`config.mk`:
```
export PLATFORM = sky130hd
export DESIGN_NAME = scratchpad_temperature_decode_flat
export DESIGN_NICKNAME = d
export VERILOG_FILES = /design/src/rtl/stdec_pkg.sv /design/src/rtl/stdec_if.sv /design/src/rtl/stdec_crc.sv /design/src/rtl/stdec_div.sv /design/src/rtl/scratchpad_temperature_decode.sv /design/src/flat_wrapper.sv
export SDC_FILE = /design/constraint.sdc
export NUM_CORES = 1
export LEC_CHECK = 0
export BUFFER_PORTS_ARGS = -buffer_cell sky130_fd_sc_hd__buf_4
export CAP_MARGIN = 5
export CELL_PAD_IN_SITES_DETAIL_PLACEMENT = 1
export CELL_PAD_IN_SITES_GLOBAL_PLACEMENT = 1
export CORE_ASPECT_RATIO = 0.9
export CORE_UTILIZATION = 50
export CTS_BUF_LIST = sky130_fd_sc_hd__clkbuf_8
export DETAILED_ROUTE_END_ITERATION = 10
export PLACE_DENSITY_LB_ADDON = 0.1
export SETUP_SLACK_MARGIN = 0.02
export SLEW_MARGIN = 40
export SYNTH_ARGS = -nofsm -noshare
export SYNTH_HDL_FRONTEND = slang
export SYNTH_SLANG_ARGS = --single-unit
export TNS_END_PERCENT = 30
```
`constraint.sdc`:
```
create_clock -name i_clk -period 4.1 [get_ports i_clk]
set_input_delay 0.615 -clock i_clk [delete_from_list [all_inputs] [get_ports i_clk]]
set_output_delay 0.615 -clock i_clk [all_outputs]
set_load 0.01 [all_outputs]
```
`src/rtl/stdec_pkg.sv`:
```
// ----------------------------------------------------------------------------
// stdec_pkg: shared types and constants of the scratchpad temperature decoder
// Frame length, sensor family code, CRC polynomial, status codes and the
// control structs that pass between the top level and its serial units.
// ----------------------------------------------------------------------------
package stdec_pkg;

    // Frame shape and sensor constants
    localparam int unsigned  FRAME_BYTES_N = 9;
    localparam logic [3:0]   FRAME_BYTES   = 4'(FRAME_BYTES_N);
    localparam logic [3:0]   INDEX_MAX     = 4'hF;
    localparam logic [7:0]   LEGACY_FAMILY = 8'h10;
    localparam logic [7:0]   FAMILY_RESET  = 8'h28;
    localparam logic [7:0]   CRC_POLY      = 8'h8C;
    localparam logic [15:0]  DISC_TEMP     = 16'hE480;
    localparam logic [15:0]  LEGACY_OFFSET = 16'd32;

    // Byte positions stored from the scratchpad
    localparam logic [3:0]   IDX_TEMP_LSB  = 4'd0;
    localparam logic [3:0]   IDX_TEMP_MSB  = 4'd1;
    localparam logic [3:0]   IDX_COUNT_REM = 4'd6;
    localparam logic [3:0]   IDX_COUNT_PER = 4'd7;

    // Divider widths: |cpc - cr| * 128 needs 15 bits, divisor is one byte
    localparam int unsigned  DIV_NUM_W = 15;
    localparam int unsigned  DIV_DEN_W = 8;
    localparam int unsigned  DIV_CNT_W = $clog2(DIV_NUM_W);

    // Result status codes
    typedef enum logic [1:0] {
        ST_OK   = 2'd0,
        ST_LINK = 2'd1,
        ST_ZERO = 2'd2,
        ST_CRC  = 2'd3
    } t_status;

    // Control into the CRC unit
    typedef struct packed {
        logic load;
        logic clear;
    } t_crc_ctrl;

    // Status back from a serial unit
    typedef struct packed {
        logic busy;
    } t_unit_stat;

endpackage

```
`src/rtl/stdec_if.sv`:
```
// ----------------------------------------------------------------------------
// stdec_if: valid/ready channels of the scratchpad temperature decoder
// Input channel carries scratchpad bytes, output channel carries results.
// ----------------------------------------------------------------------------
interface stdec_in_if;
    logic       valid;
    logic       ready;
    logic [7:0] data_byte;
    logic       last_byte;
    logic       link_fault;

    modport source (output valid, output data_byte, output last_byte,
                    output link_fault, input ready);
    modport sink   (input valid, input data_byte, input last_byte,
                    input link_fault, output ready);
endinterface

interface stdec_out_if;
    logic               valid;
    logic               ready;
    logic signed [15:0] temperature;
    logic               valid_res;
    logic [1:0]         status;

    modport source (output valid, output temperature, output valid_res,
                    output status, input ready);
    modport sink   (input valid, input temperature, input valid_res,
                    input status, output ready);
endinterface

```
`src/rtl/stdec_crc.sv`:
```
// ----------------------------------------------------------------------------
// stdec_crc: bit-serial CRC-8 (reflected polynomial 0x8C, initial 0)
// Shifts one byte in LSB first into the running CRC.
// ----------------------------------------------------------------------------
module stdec_crc (
    input  logic                  i_clk,
    input  logic                  i_rst_n,
    input  stdec_pkg::t_crc_ctrl  i_ctrl,
    input  logic [7:0]            i_byte,
    output stdec_pkg::t_unit_stat o_stat,
    output logic [7:0]            o_crc
);

    logic [7:0] r_crc;
    logic [7:0] r_shift;
    logic [2:0] r_cnt;
    logic       r_busy;
    logic       mix;
    logic [7:0] n_crc;

    // One LFSR step on the lowest pending data bit
    assign mix   = r_crc[0] ^ r_shift[0];
    assign n_crc = (r_crc >> 1) ^ (mix ? stdec_pkg::CRC_POLY : 8'h00);

    // Clear at frame end, load a byte, then advance one bit per cycle
    always_ff @(posedge i_clk) begin
        if (!i_rst_n) begin
            r_crc  <= 8'h00;
            r_busy <= 1'b0;
            r_cnt  <= 3'd0;
        end else if (i_ctrl.clear) begin
            r_crc  <= 8'h00;
            r_busy <= 1'b0;
            r_cnt  <= 3'd0;
        end else if (i_ctrl.load) begin
            r_shift <= i_byte;
            r_cnt   <= 3'd0;
            r_busy  <= 1'b1;
        end else if (r_busy) begin
            r_crc   <= n_crc;
            r_shift <= r_shift >> 1;
            r_cnt   <= r_cnt + 3'd1;
            if (r_cnt == 3'd7) begin
                r_busy <= 1'b0;
            end
        end
    end

    assign o_crc       = r_crc;
    assign o_stat.busy = r_busy;

endmodule

```
`src/rtl/stdec_div.sv`:
```
// ----------------------------------------------------------------------------
// stdec_div: restoring unsigned divider, one quotient bit per cycle
// Divides the 15-bit numerator magnitude by the one-byte divisor.
// ----------------------------------------------------------------------------
module stdec_div (
    input  logic                                i_clk,
    input  logic                                i_rst_n,
    input  logic                                i_start,
    input  logic [stdec_pkg::DIV_NUM_W-1:0]     i_num,
    input  logic [stdec_pkg::DIV_DEN_W-1:0]     i_den,
    output stdec_pkg::t_unit_stat               o_stat,
    output logic [stdec_pkg::DIV_NUM_W-1:0]     o_quo
);

    localparam int unsigned NW = stdec_pkg::DIV_NUM_W;
    localparam int unsigned DW = stdec_pkg::DIV_DEN_W;
    localparam int unsigned CW = stdec_pkg::DIV_CNT_W;

    logic [NW-1:0] r_num;
    logic [NW-1:0] r_quo;
    logic [DW-1:0] r_den;
    logic [DW-1:0] r_rem;
    logic [CW-1:0] r_cnt;
    logic          r_busy;
    logic [DW:0]   rem_sh;
    logic [DW:0]   rem_sub;
    logic          ge;

    // Bring down the next numerator bit and trial-subtract
    assign rem_sh  = {r_rem, r_num[NW-1]};
    assign rem_sub = rem_sh - {1'b0, r_den};
    assign ge      = (rem_sh >= {1'b0, r_den});

    always_ff @(posedge i_clk) begin
        if (!i_rst_n) begin
            r_busy <= 1'b0;
            r_cnt  <= '0;
        end else if (i_start) begin
            r_num  <= i_num;
            r_den  <= i_den;
            r_rem  <= '0;
            r_cnt  <= '0;
            r_busy <= 1'b1;
        end else if (r_busy) begin
            r_rem <= ge ? rem_sub[DW-1:0] : rem_sh[DW-1:0];
            r_quo <= {r_quo[NW-2:0], ge};
            r_num <= r_num << 1;
            r_cnt <= r_cnt + CW'(1);
            if (r_cnt == CW'(NW - 1)) begin
                r_busy <= 1'b0;
            end
        end
    end

    assign o_quo       = r_quo;
    assign o_stat.busy = r_busy;

endmodule

```
`src/rtl/scratchpad_temperature_decode.sv`:
```
// ----------------------------------------------------------------------------
// scratchpad_temperature_decode: 1-Wire sensor scratchpad to temperature
// Checks a 9-byte scratchpad frame (length, link, all-zero, CRC-8) and
// returns the temperature in 1/128 degree C, or -7040 with an error status.
//
//   channel   dir  handshake      payload
//   i_in      in   valid/ready    data_byte[7:0], last_byte, link_fault
//   o_out     out  valid/ready    temperature[15:0] signed, valid_res, status
//   i_cfg_*   in   write enable   family_code[7:0]
//
// Order: each byte is loaded into the bit-serial CRC and shifted through it
// before the next byte is taken. A last byte then loads the output register;
// on a good legacy-family frame with a nonzero count-per byte, the
// one-bit-per-cycle 15-bit divider and the final add come first.
// Reset: synchronous, clears frame state and output valid; family_code = 40.
// Stalls: a finished result sits in the output register while the next byte
// is taken; a second result waits until the first beat has left.
// ----------------------------------------------------------------------------
module scratchpad_temperature_decode (
    input  logic        i_clk,
    input  logic        i_rst_n,
    input  logic        i_cfg_we,
    input  logic [7:0]  i_cfg_wdata,
    stdec_in_if.sink    i_in,
    stdec_out_if.source o_out
);

    typedef enum logic [1:0] {
        S_IDLE,
        S_CRC,
        S_DIV,
        S_DONE
    } t_state;

    t_state                          r_state;
    logic [7:0]                      r_family;
    logic [3:0]                      r_index;
    logic                            r_any_nz;
    logic                            r_fault;
    logic                            r_last;
    logic [7:0]                      r_temp_lsb;
    logic [7:0]                      r_temp_msb;
    logic [7:0]                      r_count_rem;
    logic [7:0]                      r_count_per;
    logic                            r_neg;
    logic [15:0]                     r_temp;
    stdec_pkg::t_status              r_status;
    logic                            r_out_valid;
    logic [15:0]                     r_out_temp;
    logic                            r_out_ok;
    stdec_pkg::t_status              r_out_status;

    stdec_pkg::t_crc_ctrl            crc_ctrl;
    stdec_pkg::t_unit_stat           crc_stat;
    stdec_pkg::t_unit_stat           div_stat;
    logic [7:0]                      crc_val;
    logic                            div_start;
    logic [stdec_pkg::DIV_NUM_W-1:0] div_num;
    logic [stdec_pkg::DIV_NUM_W-1:0] div_quo;

    logic                            in_beat;
    logic                            frame_end;
    logic                            slot_free;
    stdec_pkg::t_status              chk_status;
    logic                            use_legacy;
    logic [8:0]                      diff;
    logic [7:0]                      diff_mag;
    logic [15:0]                     temp_plain;
    logic [15:0]                     temp_base;
    logic [15:0]                     q_signed;

    // Handshake
    assign i_in.ready = (r_state == S_IDLE);
    assign in_beat    = i_in.valid && i_in.ready;
    assign slot_free  = !r_out_valid || o_out.ready;
    assign frame_end  = (r_state == S_CRC) && !crc_stat.busy && r_last;

    // Frame checks in priority order
    always_comb begin
        if (r_fault || (r_index != stdec_pkg::FRAME_BYTES)) begin
            chk_status = stdec_pkg::ST_LINK;
        end else if (!r_any_nz) begin
            chk_status = stdec_pkg::ST_ZERO;
        end else if (crc_val != 8'h00) begin
            chk_status = stdec_pkg::ST_CRC;
        end else begin
            chk_status = stdec_pkg::ST_OK;
        end
    end

    assign use_legacy = (r_family == stdec_pkg::LEGACY_FAMILY) && (r_count_per != 8'h00);

    // Temperature words and the legacy fraction numerator
    assign temp_plain = {r_temp_msb[4:0], r_temp_lsb, 3'b000};
    assign temp_base  = {r_temp_msb[1:0], r_temp_lsb[7:1], 7'b0000000};
    assign diff       = {1'b0, r_count_per} - {1'b0, r_count_rem};
    assign diff_mag   = diff[8] ? 8'(-diff) : diff[7:0];
    assign div_num    = {diff_mag, 7'b0000000};
    assign q_signed   = r_neg ? 16'(-{1'b0, div_quo}) : {1'b0, div_quo};

    // Unit control
    assign crc_ctrl.load  = in_beat;
    assign crc_ctrl.clear = frame_end;
    assign div_start      = frame_end && (chk_status == stdec_pkg::ST_OK) && use_legacy;

    stdec_crc u_crc (
        .i_clk   (i_clk),
        .i_rst_n (i_rst_n),
        .i_ctrl  (crc_ctrl),
        .i_byte  (i_in.data_byte),
        .o_stat  (crc_stat),
        .o_crc   (crc_val)
    );

    stdec_div u_div (
        .i_clk   (i_clk),
        .i_rst_n (i_rst_n),
        .i_start (div_start),
        .i_num   (div_num),
        .i_den   (r_count_per),
        .o_stat  (div_stat),
        .o_quo   (div_quo)
    );

    // Sequencer, frame state and output register
    always_ff @(posedge i_clk) begin
        if (!i_rst_n) begin
            r_state     <= S_IDLE;
            r_family    <= stdec_pkg::FAMILY_RESET;
            r_index     <= 4'd0;
            r_any_nz    <= 1'b0;
            r_fault     <= 1'b0;
            r_last      <= 1'b0;
            r_out_valid <= 1'b0;
        end else begin
            if (i_cfg_we) begin
                r_family <= i_cfg_wdata;
            end

            // Raise the output beat on a finished reading, drop it once taken
            if ((r_state == S_DONE) && slot_free) begin
                r_out_valid <= 1'b1;
            end else if (o_out.valid && o_out.ready) begin
                r_out_valid <= 1'b0;
            end

            unique case (r_state)
                S_IDLE: begin
                    if (in_beat) begin
                        unique case (r_index)
                            stdec_pkg::IDX_TEMP_LSB:  r_temp_lsb  <= i_in.data_byte;
                            stdec_pkg::IDX_TEMP_MSB:  r_temp_msb  <= i_in.data_byte;
                            stdec_pkg::IDX_COUNT_REM: r_count_rem <= i_in.data_byte;
                            stdec_pkg::IDX_COUNT_PER: r_count_per <= i_in.data_byte;
                            default: ;
                        endcase
                        if (i_in.data_byte != 8'h00) begin
                            r_any_nz <= 1'b1;
                        end
                        if (i_in.link_fault) begin
                            r_fault <= 1'b1;
                        end
                        if (r_index != stdec_pkg::INDEX_MAX) begin
                            r_index <= r_index + 4'd1;
                        end
                        r_last  <= i_in.last_byte;
                        r_state <= S_CRC;
                    end
                end
                S_CRC: begin
                    if (!crc_stat.busy) begin
                        if (!r_last) begin
                            r_state <= S_IDLE;
                        end else begin
                            // Close the frame and pick the result path
                            r_index  <= 4'd0;
                            r_any_nz <= 1'b0;
                            r_fault  <= 1'b0;
                            r_status <= chk_status;
                            r_neg    <= diff[8];
                            if (chk_status != stdec_pkg::ST_OK) begin
                                r_temp  <= stdec_pkg::DISC_TEMP;
                                r_state <= S_DONE;
                            end else if (use_legacy) begin
                                r_state <= S_DIV;
                            end else begin
                                r_temp  <= temp_plain;
                                r_state <= S_DONE;
                            end
                        end
                    end
                end
                S_DIV: begin
                    if (!div_stat.busy) begin
                        r_temp  <= temp_base - stdec_pkg::LEGACY_OFFSET + q_signed;
                        r_state <= S_DONE;
                    end
                end
                S_DONE: begin
                    // Hold until the output register is free
                    if (slot_free) begin
                        r_out_temp   <= r_temp;
                        r_out_ok     <= (r_status == stdec_pkg::ST_OK);
                        r_out_status <= r_status;
                        r_state      <= S_IDLE;
                    end
                end
                default: r_state <= S_IDLE;
            endcase
        end
    end

    assign o_out.valid       = r_out_valid;
    assign o_out.temperature = r_out_temp;
    assign o_out.valid_res   = r_out_ok;
    assign o_out.status      = r_out_status;

endmodule

```
`src/flat_wrapper.sv`:
```
// flat-port wrapper written by rule: the top's interface ports become plain ports
module scratchpad_temperature_decode_flat 
  (i_clk, i_rst_n, i_cfg_we, i_cfg_wdata, i_in_valid, i_in_data_byte, i_in_last_byte, i_in_link_fault, i_in_ready, o_out_valid, o_out_temperature, o_out_valid_res, o_out_status, o_out_ready);
  stdec_in_if i_in_i ();
  stdec_out_if o_out_i ();
  input  logic i_clk;
  input  logic i_rst_n;
  input  logic i_cfg_we;
  input  logic [7:0] i_cfg_wdata;
  input wire logic [$bits(i_in_i.valid)-1:0] i_in_valid;
  input wire logic [$bits(i_in_i.data_byte)-1:0] i_in_data_byte;
  input wire logic [$bits(i_in_i.last_byte)-1:0] i_in_last_byte;
  input wire logic [$bits(i_in_i.link_fault)-1:0] i_in_link_fault;
  output wire logic [$bits(i_in_i.ready)-1:0] i_in_ready;
  output wire logic [$bits(o_out_i.valid)-1:0] o_out_valid;
  output wire logic [$bits(o_out_i.temperature)-1:0] o_out_temperature;
  output wire logic [$bits(o_out_i.valid_res)-1:0] o_out_valid_res;
  output wire logic [$bits(o_out_i.status)-1:0] o_out_status;
  input wire logic [$bits(o_out_i.ready)-1:0] o_out_ready;
  assign i_in_i.valid = i_in_valid;
  assign i_in_i.data_byte = i_in_data_byte;
  assign i_in_i.last_byte = i_in_last_byte;
  assign i_in_i.link_fault = i_in_link_fault;
  assign i_in_ready = i_in_i.ready;
  assign o_out_valid = o_out_i.valid;
  assign o_out_temperature = o_out_i.temperature;
  assign o_out_valid_res = o_out_i.valid_res;
  assign o_out_status = o_out_i.status;
  assign o_out_i.ready = o_out_ready;
  scratchpad_temperature_decode u_core (.i_clk(i_clk), .i_rst_n(i_rst_n), .i_cfg_we(i_cfg_we), .i_cfg_wdata(i_cfg_wdata), .i_in(i_in_i), .o_out(o_out_i));
endmodule
```
# Word level (Yosys, flattened, before mapping)
# Index checks and enable logic that the tools add are counted.
op_classes:
  addsub: 9
  n_lt_le_gt_ge: 1
  n_eq_ne: 20
  muxes: 47
  n_bitwise: 7
  n_reduce_logical: 45
ops:
  columns: ["op", "n"]
  rows:
  - ["16-bit two-way mux", 6]
  - ["8-bit two-way mux", 6]
  - ["16-bit one-hot mux with 2 select lines", 1]
  - ["15-bit two-way mux", 2]
  - ["4-bit AND reduction", 6]
  - ["8-bit nonzero test", 3]
  - ["2-bit two-way mux", 9]
  - ["16-bit adder", 1]
  - ["4-bit two-way mux", 4]
  - ["15-bit negation with 16-bit output", 1]
  - ["16-bit by 6-bit subtractor with 16-bit output, second input constant", 1]
  - ["1-bit two-way mux", 15]
  - ["5-bit AND reduction", 3]
  - ["2-bit != test, second input constant", 6]
  - ["2-bit nonzero test", 6]
  - ["9-bit by 8-bit greater-or-equal comparator with 1-bit output", 1]
  - ["3-bit AND reduction", 3]
  - ["8-bit by 8-bit subtractor with 9-bit output", 1]
  - ["4-bit by 1-bit adder with 4-bit output, second input constant", 2]
  - ["4-bit by 3-bit == test with 1-bit output, second input constant", 2]
  - ["8-bit by 5-bit == test with 1-bit output, second input constant", 1]
  - ["1-bit logical AND", 8]
  - ["4-bit != test, second input constant", 2]
  - ["8-bit negation", 1]
  - ["23 further kinds", 38]
word_totals:
  regBits: 155
  in_bits: 23
  output_inout_bits: 21
  elab_cells: 157

# Logic depth before layout (Yosys ltp)
logic_depth:
  word_depth: 9
  mapped_depth: 15
  ltp_nobuf: 15

# Cells and area by module
# From an unflattened synthesis, not the netlist that was laid out.
unflattened:
  hier_cells: 662
  hier_area_um2: 7875.1
modules_own_cells:
  columns: ["module", "n_inst", "cells_each", "area_each_um2", "seq_area_each_um2"]
  rows:
  - ["scratchpad_temperature_decode", 1, 411, 4581.9, 2372.3]
  - ["stdec_div", 1, 171, 2424.8, 1481.4]
  - ["stdec_crc", 1, 80, 868.3, 480.5]

# Least setup slack after synthesis
# No wires, ideal clock.
synth_path:
  path_type: "reg2reg"
  start: "reg u_core.u_div.r_quo[0], in the netlist u_core.u_div.o_quo[0]"
  end: "reg u_core.r_temp[15] (data pin)"
  setup_time_ns: 0.271
  arrival_time_ns: 3.377
  t_required_ns: 3.829
  setup_slack_ns: 0.453
  path_stages_with_launch: 16
  n_path_buf: 0
  period_less_slack_ns: 3.647
  cell_sequence: "edfxtp_1 > inv_1 > ha_1 > nand2_1 > or3_1 > o31ai_1 > xor2_1 > ha_1 > inv_1 > ha_1 > o21ai_0 > nor2_1 > or4b_2 > a221oi_1 > xnor2_1 > a21oi_1"
synth_via:
  elab_chain_len: 5
synth_rtl:
  columns: ["element", "line_no", "text"]
  rows:
  - ["from (decl)", "stdec_div.sv:20", "logic [NW-1:0] r_quo;"]
  - ["from (signal assigned)", "stdec_div.sv:46", "r_quo <= {r_quo[NW-2:0], ge};"]
  - ["15-bit negation with 16-bit output", "scratchpad_temperature_decode.sv:99", "assign q_signed = r_neg ? 16'(-{1'b0, div_quo}) : {1'b0, div_quo};"]
  - ["16-bit two-way mux (*)", "scratchpad_temperature_decode.sv:99", null]
  - ["16-bit adder (*)", "scratchpad_temperature_decode.sv:195", "r_temp <= temp_base - stdec_pkg::LEGACY_OFFSET + q_signed;"]
  - ["16-bit two-way mux (*)", "scratchpad_temperature_decode.sv:194", "if (!div_stat.busy) begin"]
  - ["16-bit one-hot mux with 2 select lines (*)", "scratchpad_temperature_decode.sv:147", "unique case (r_state)"]
  - ["to (signal assigned)", "scratchpad_temperature_decode.sv:182", "r_temp <= stdec_pkg::DISC_TEMP;"]
  - ["to (signal assigned)", "scratchpad_temperature_decode.sv:187", "r_temp <= temp_plain;"]
  - ["to (signal assigned)", "scratchpad_temperature_decode.sv:195", null]
  - ["to (decl)", "scratchpad_temperature_decode.sv:46", "logic [15:0] r_temp;"]
# Mark *: on every way between the ends. The rest lies on a longest branch, timed or not. The select of a mux whose other input is x is not followed.
# A chain may end at the register's enable or synchronous reset.

# Worst setup path in the final report
layout_path:
  start: "reg u_core.u_div.r_quo[1], in the netlist u_core.u_div.o_quo[1]"
  end: "reg u_core.r_temp[15] (data pin)"
# Same word-level chain as after synthesis.

==> results.ini <==
[cts]
clockRootBuffer=clkbuf_8
cts.clk_slew.worst_paths_ps=90
clk_latency_ps=460
clock_sinks=149
hold_buffers=0
cts_tree=yes
clock_path_buffers=2
cts_inserted_buffers=17
htree_levels=4

[floorplanning]
io_pins=44
coreArea_um2=14260
die_w_um=130.5
start_util_pct=52.11
fp.dieH_um=117.7
rows=41
dieArea_um2=15360

[power]
ir_drop_v=0.0002274
combPwrFrac_pct=5.9
powerDensity_nw_per_um2=358.5
p_sw_uw=699.5
p_int_uw=2308
seq_power_share_pct=55.4
leakagePower_uw=0.003298
p_clk_share_pct=38.6
sw_frac_of_total_pct=23.26
p_total_uw=3007

[setup_path]
worstSetupPathType=reg -> reg
critPathMaxFanout=5
cp-end-kind=flip-flop
cp.arrival_ps=4130
critPathRequiredTime_ps=4280
critPathLaunchType=flip-flop

[synthesis]
synth_area_leader_cell=edfxtp_1
netlist_area_um2=7432
ys_warn_count=0
synth_flop_cell=edfxtp_1
yosysSeqAreaShare_pct=55.49
yosysTopAreaCellShare_pct=46.06
synth_cell_types=58
avgSynthCellArea_um2=11.19
ys_ff_latch=149
async_flop_share_pct=0
synth_edf_count=114
synth_nets=733
synthCells=664
synth.area.top_cells=edfxtp_1 46%, dfxtp_1 9.4%, ha_1 7.2%

[route]
viasPerCell=5.555
drt_wl_total_um=17300
dr_total_vias=5105
firstDrtPassIters=4
ant_nets=0
drc_errors=0
wire_per_inst_um=18.83
dr.first_iter.drc_count=250

[sta]
period_needed_ps=3956
clock_skew_ps=13.18
tightest_slew_ps=840.5
slew-limit-headroom_pct=43.84
setup_viol=0
post-route-period-util_pct=96.49
whs_ps=368.1
tns_ps=0
fmax_mhz=252.8
finalHoldViolCount=0
drv_slew=0

[placed_design]
io_buffers=43
hpwl_um=12550
place_inst=883
routabilityCongestion=0.8298

[global_routing]
grt_max_degree=26
grt_first_pass_wirelength_um=28130
overflow=0
antenna_found_initial=0
grt_use_total_pct=24.39
grt_pass1_vias=5442

[layout]
final_cell_mix=114 x edfxtp_1, 78 x nand2_1, 60 x inv_1, 52 x nor2_1, 49 x buf_4
drive_gt1_share_pct=14.33
finalNetCount=782
multi_input_area_um2=3035
finalNonFillerCells=919
filler_cell_count=1573
register_area_um2=4124
final_common_cell=edfxtp_1
antenna_cells=0
area_growth_pct=12.86

[outcome]
outcome=complete, no violations

[min_path]
hold_path_class=in -> reg

[flow_run]
cap_violations=0

-- final timing paths --
kind	start	endpoint	depth (start not counted)	slack, ps
worst min register to register	u_core.r_temp[9]$_DFFE_PP_	u_core.o_out.temperature[9]$_DFFE_PP_	0	420
worst max-delay path	u_core.u_div.o_quo[1]$_DFFE_PP_	u_core.r_temp[15]$_DFFE_PP_	14	140
worst min-delay path	i_cfg_wdata[5]	u_core.r_family[5]$_SDFFE_PN1P_	3	370
worst max register to register	u_core.u_div.o_quo[1]$_DFFE_PP_	u_core.r_temp[15]$_DFFE_PP_	14	140
-- cell usage after synthesis (8+ instances only) --
cell type	n
a21oi_1	21
clkbuf_1	15
dfxtp_1	35
edfxtp_1	114
ha_1	43
inv_1	59
mux2i_1	20
nand2_1	78
nand2b_1	8
nand3_1	13
nor2_1	52
nor2b_1	17
nor3_1	11
nor4_1	8
o21ai_0	25
xnor2_1	19
xor2_1	22
-- kinds of logic (layout without fill, tap and decap cells) --
| family | count (synthesis) | after routing | share of synthesized area, % |
|---|---|---|---|
| buffers and inverters | 78 | 140 | 4.158 |
| multiplexers | 23 | 23 | 3.300 |
| adder cells (fa/ha/maj) | 46 | 46 | 8.047 |
| flip-flops | 149 | 149 | 55.49 |
| AO/OA/AOI/OAI | 99 | 99 | 8.721 |
| AND/OR/NAND/NOR | 228 | 228 | 15.45 |
| XOR/XNOR | 41 | 41 | 4.832 |
-- layout make-up --
type	count	area share, %
Sequential cell	149	49.16
Multi-Input combinational cell	437	36.19
Timing Repair Buffer	49	4.385
Clock buffer	20	3.282
Tap cell	193	2.879
Inverter	59	2.640
Clock inverter	12	1.462
-- routing by layer --
metal	vias to the layer above	share of wire, %	GRT usage [%]
li1	2452	-	-
met1	2520	43	30.36
met2	100	51	41.40
met3	33	3.6	4.591
met4	0	2.4	9.555
met5	-	0	0
-- critical path, stage by stage (launching register included) --
cell and delay, ps:
edfxtp_1 440, buf_4 170, nor2_1 180, nand3b_1 240, o21ai_0 350, xor2_1 180
ha_1 250, inv_1 110, ha_1 280, a211oi_2 220, nor2_1 100, or4b_2 660
a221oi_2 270, xnor2_1 150, a21oi_1 80
-- per-stage QoR --
step	util, %	setup WS [ps]	area (um2)
floorplan	-	452.5	7432
global placement	55.56	246.1	7924
detailed placement	55.62	42.43	7933
CTS	58.46	47.63	8337
global route	58.82	-30.27	8388
finish	58.82	143.8	8388
-- power by group through the flow --
stage,Sequential (uW),Clock [uW],Combinational (uW)
2_1_floorplan,1690,0,123
3_3_place_gp,1700,0,167
3_5_place_dp,1700,0,176
4_1_cts,1670,1190,180
5_1_grt,1670,1240,200
6_report,1670,1160,179
-- repair_timing --
item,CTS,global route
setup buffers,0,4
pin swaps,0,1
setup endpoints to repair,1,2
resized for setup,1,4
(Power assumes the default switching activity.)
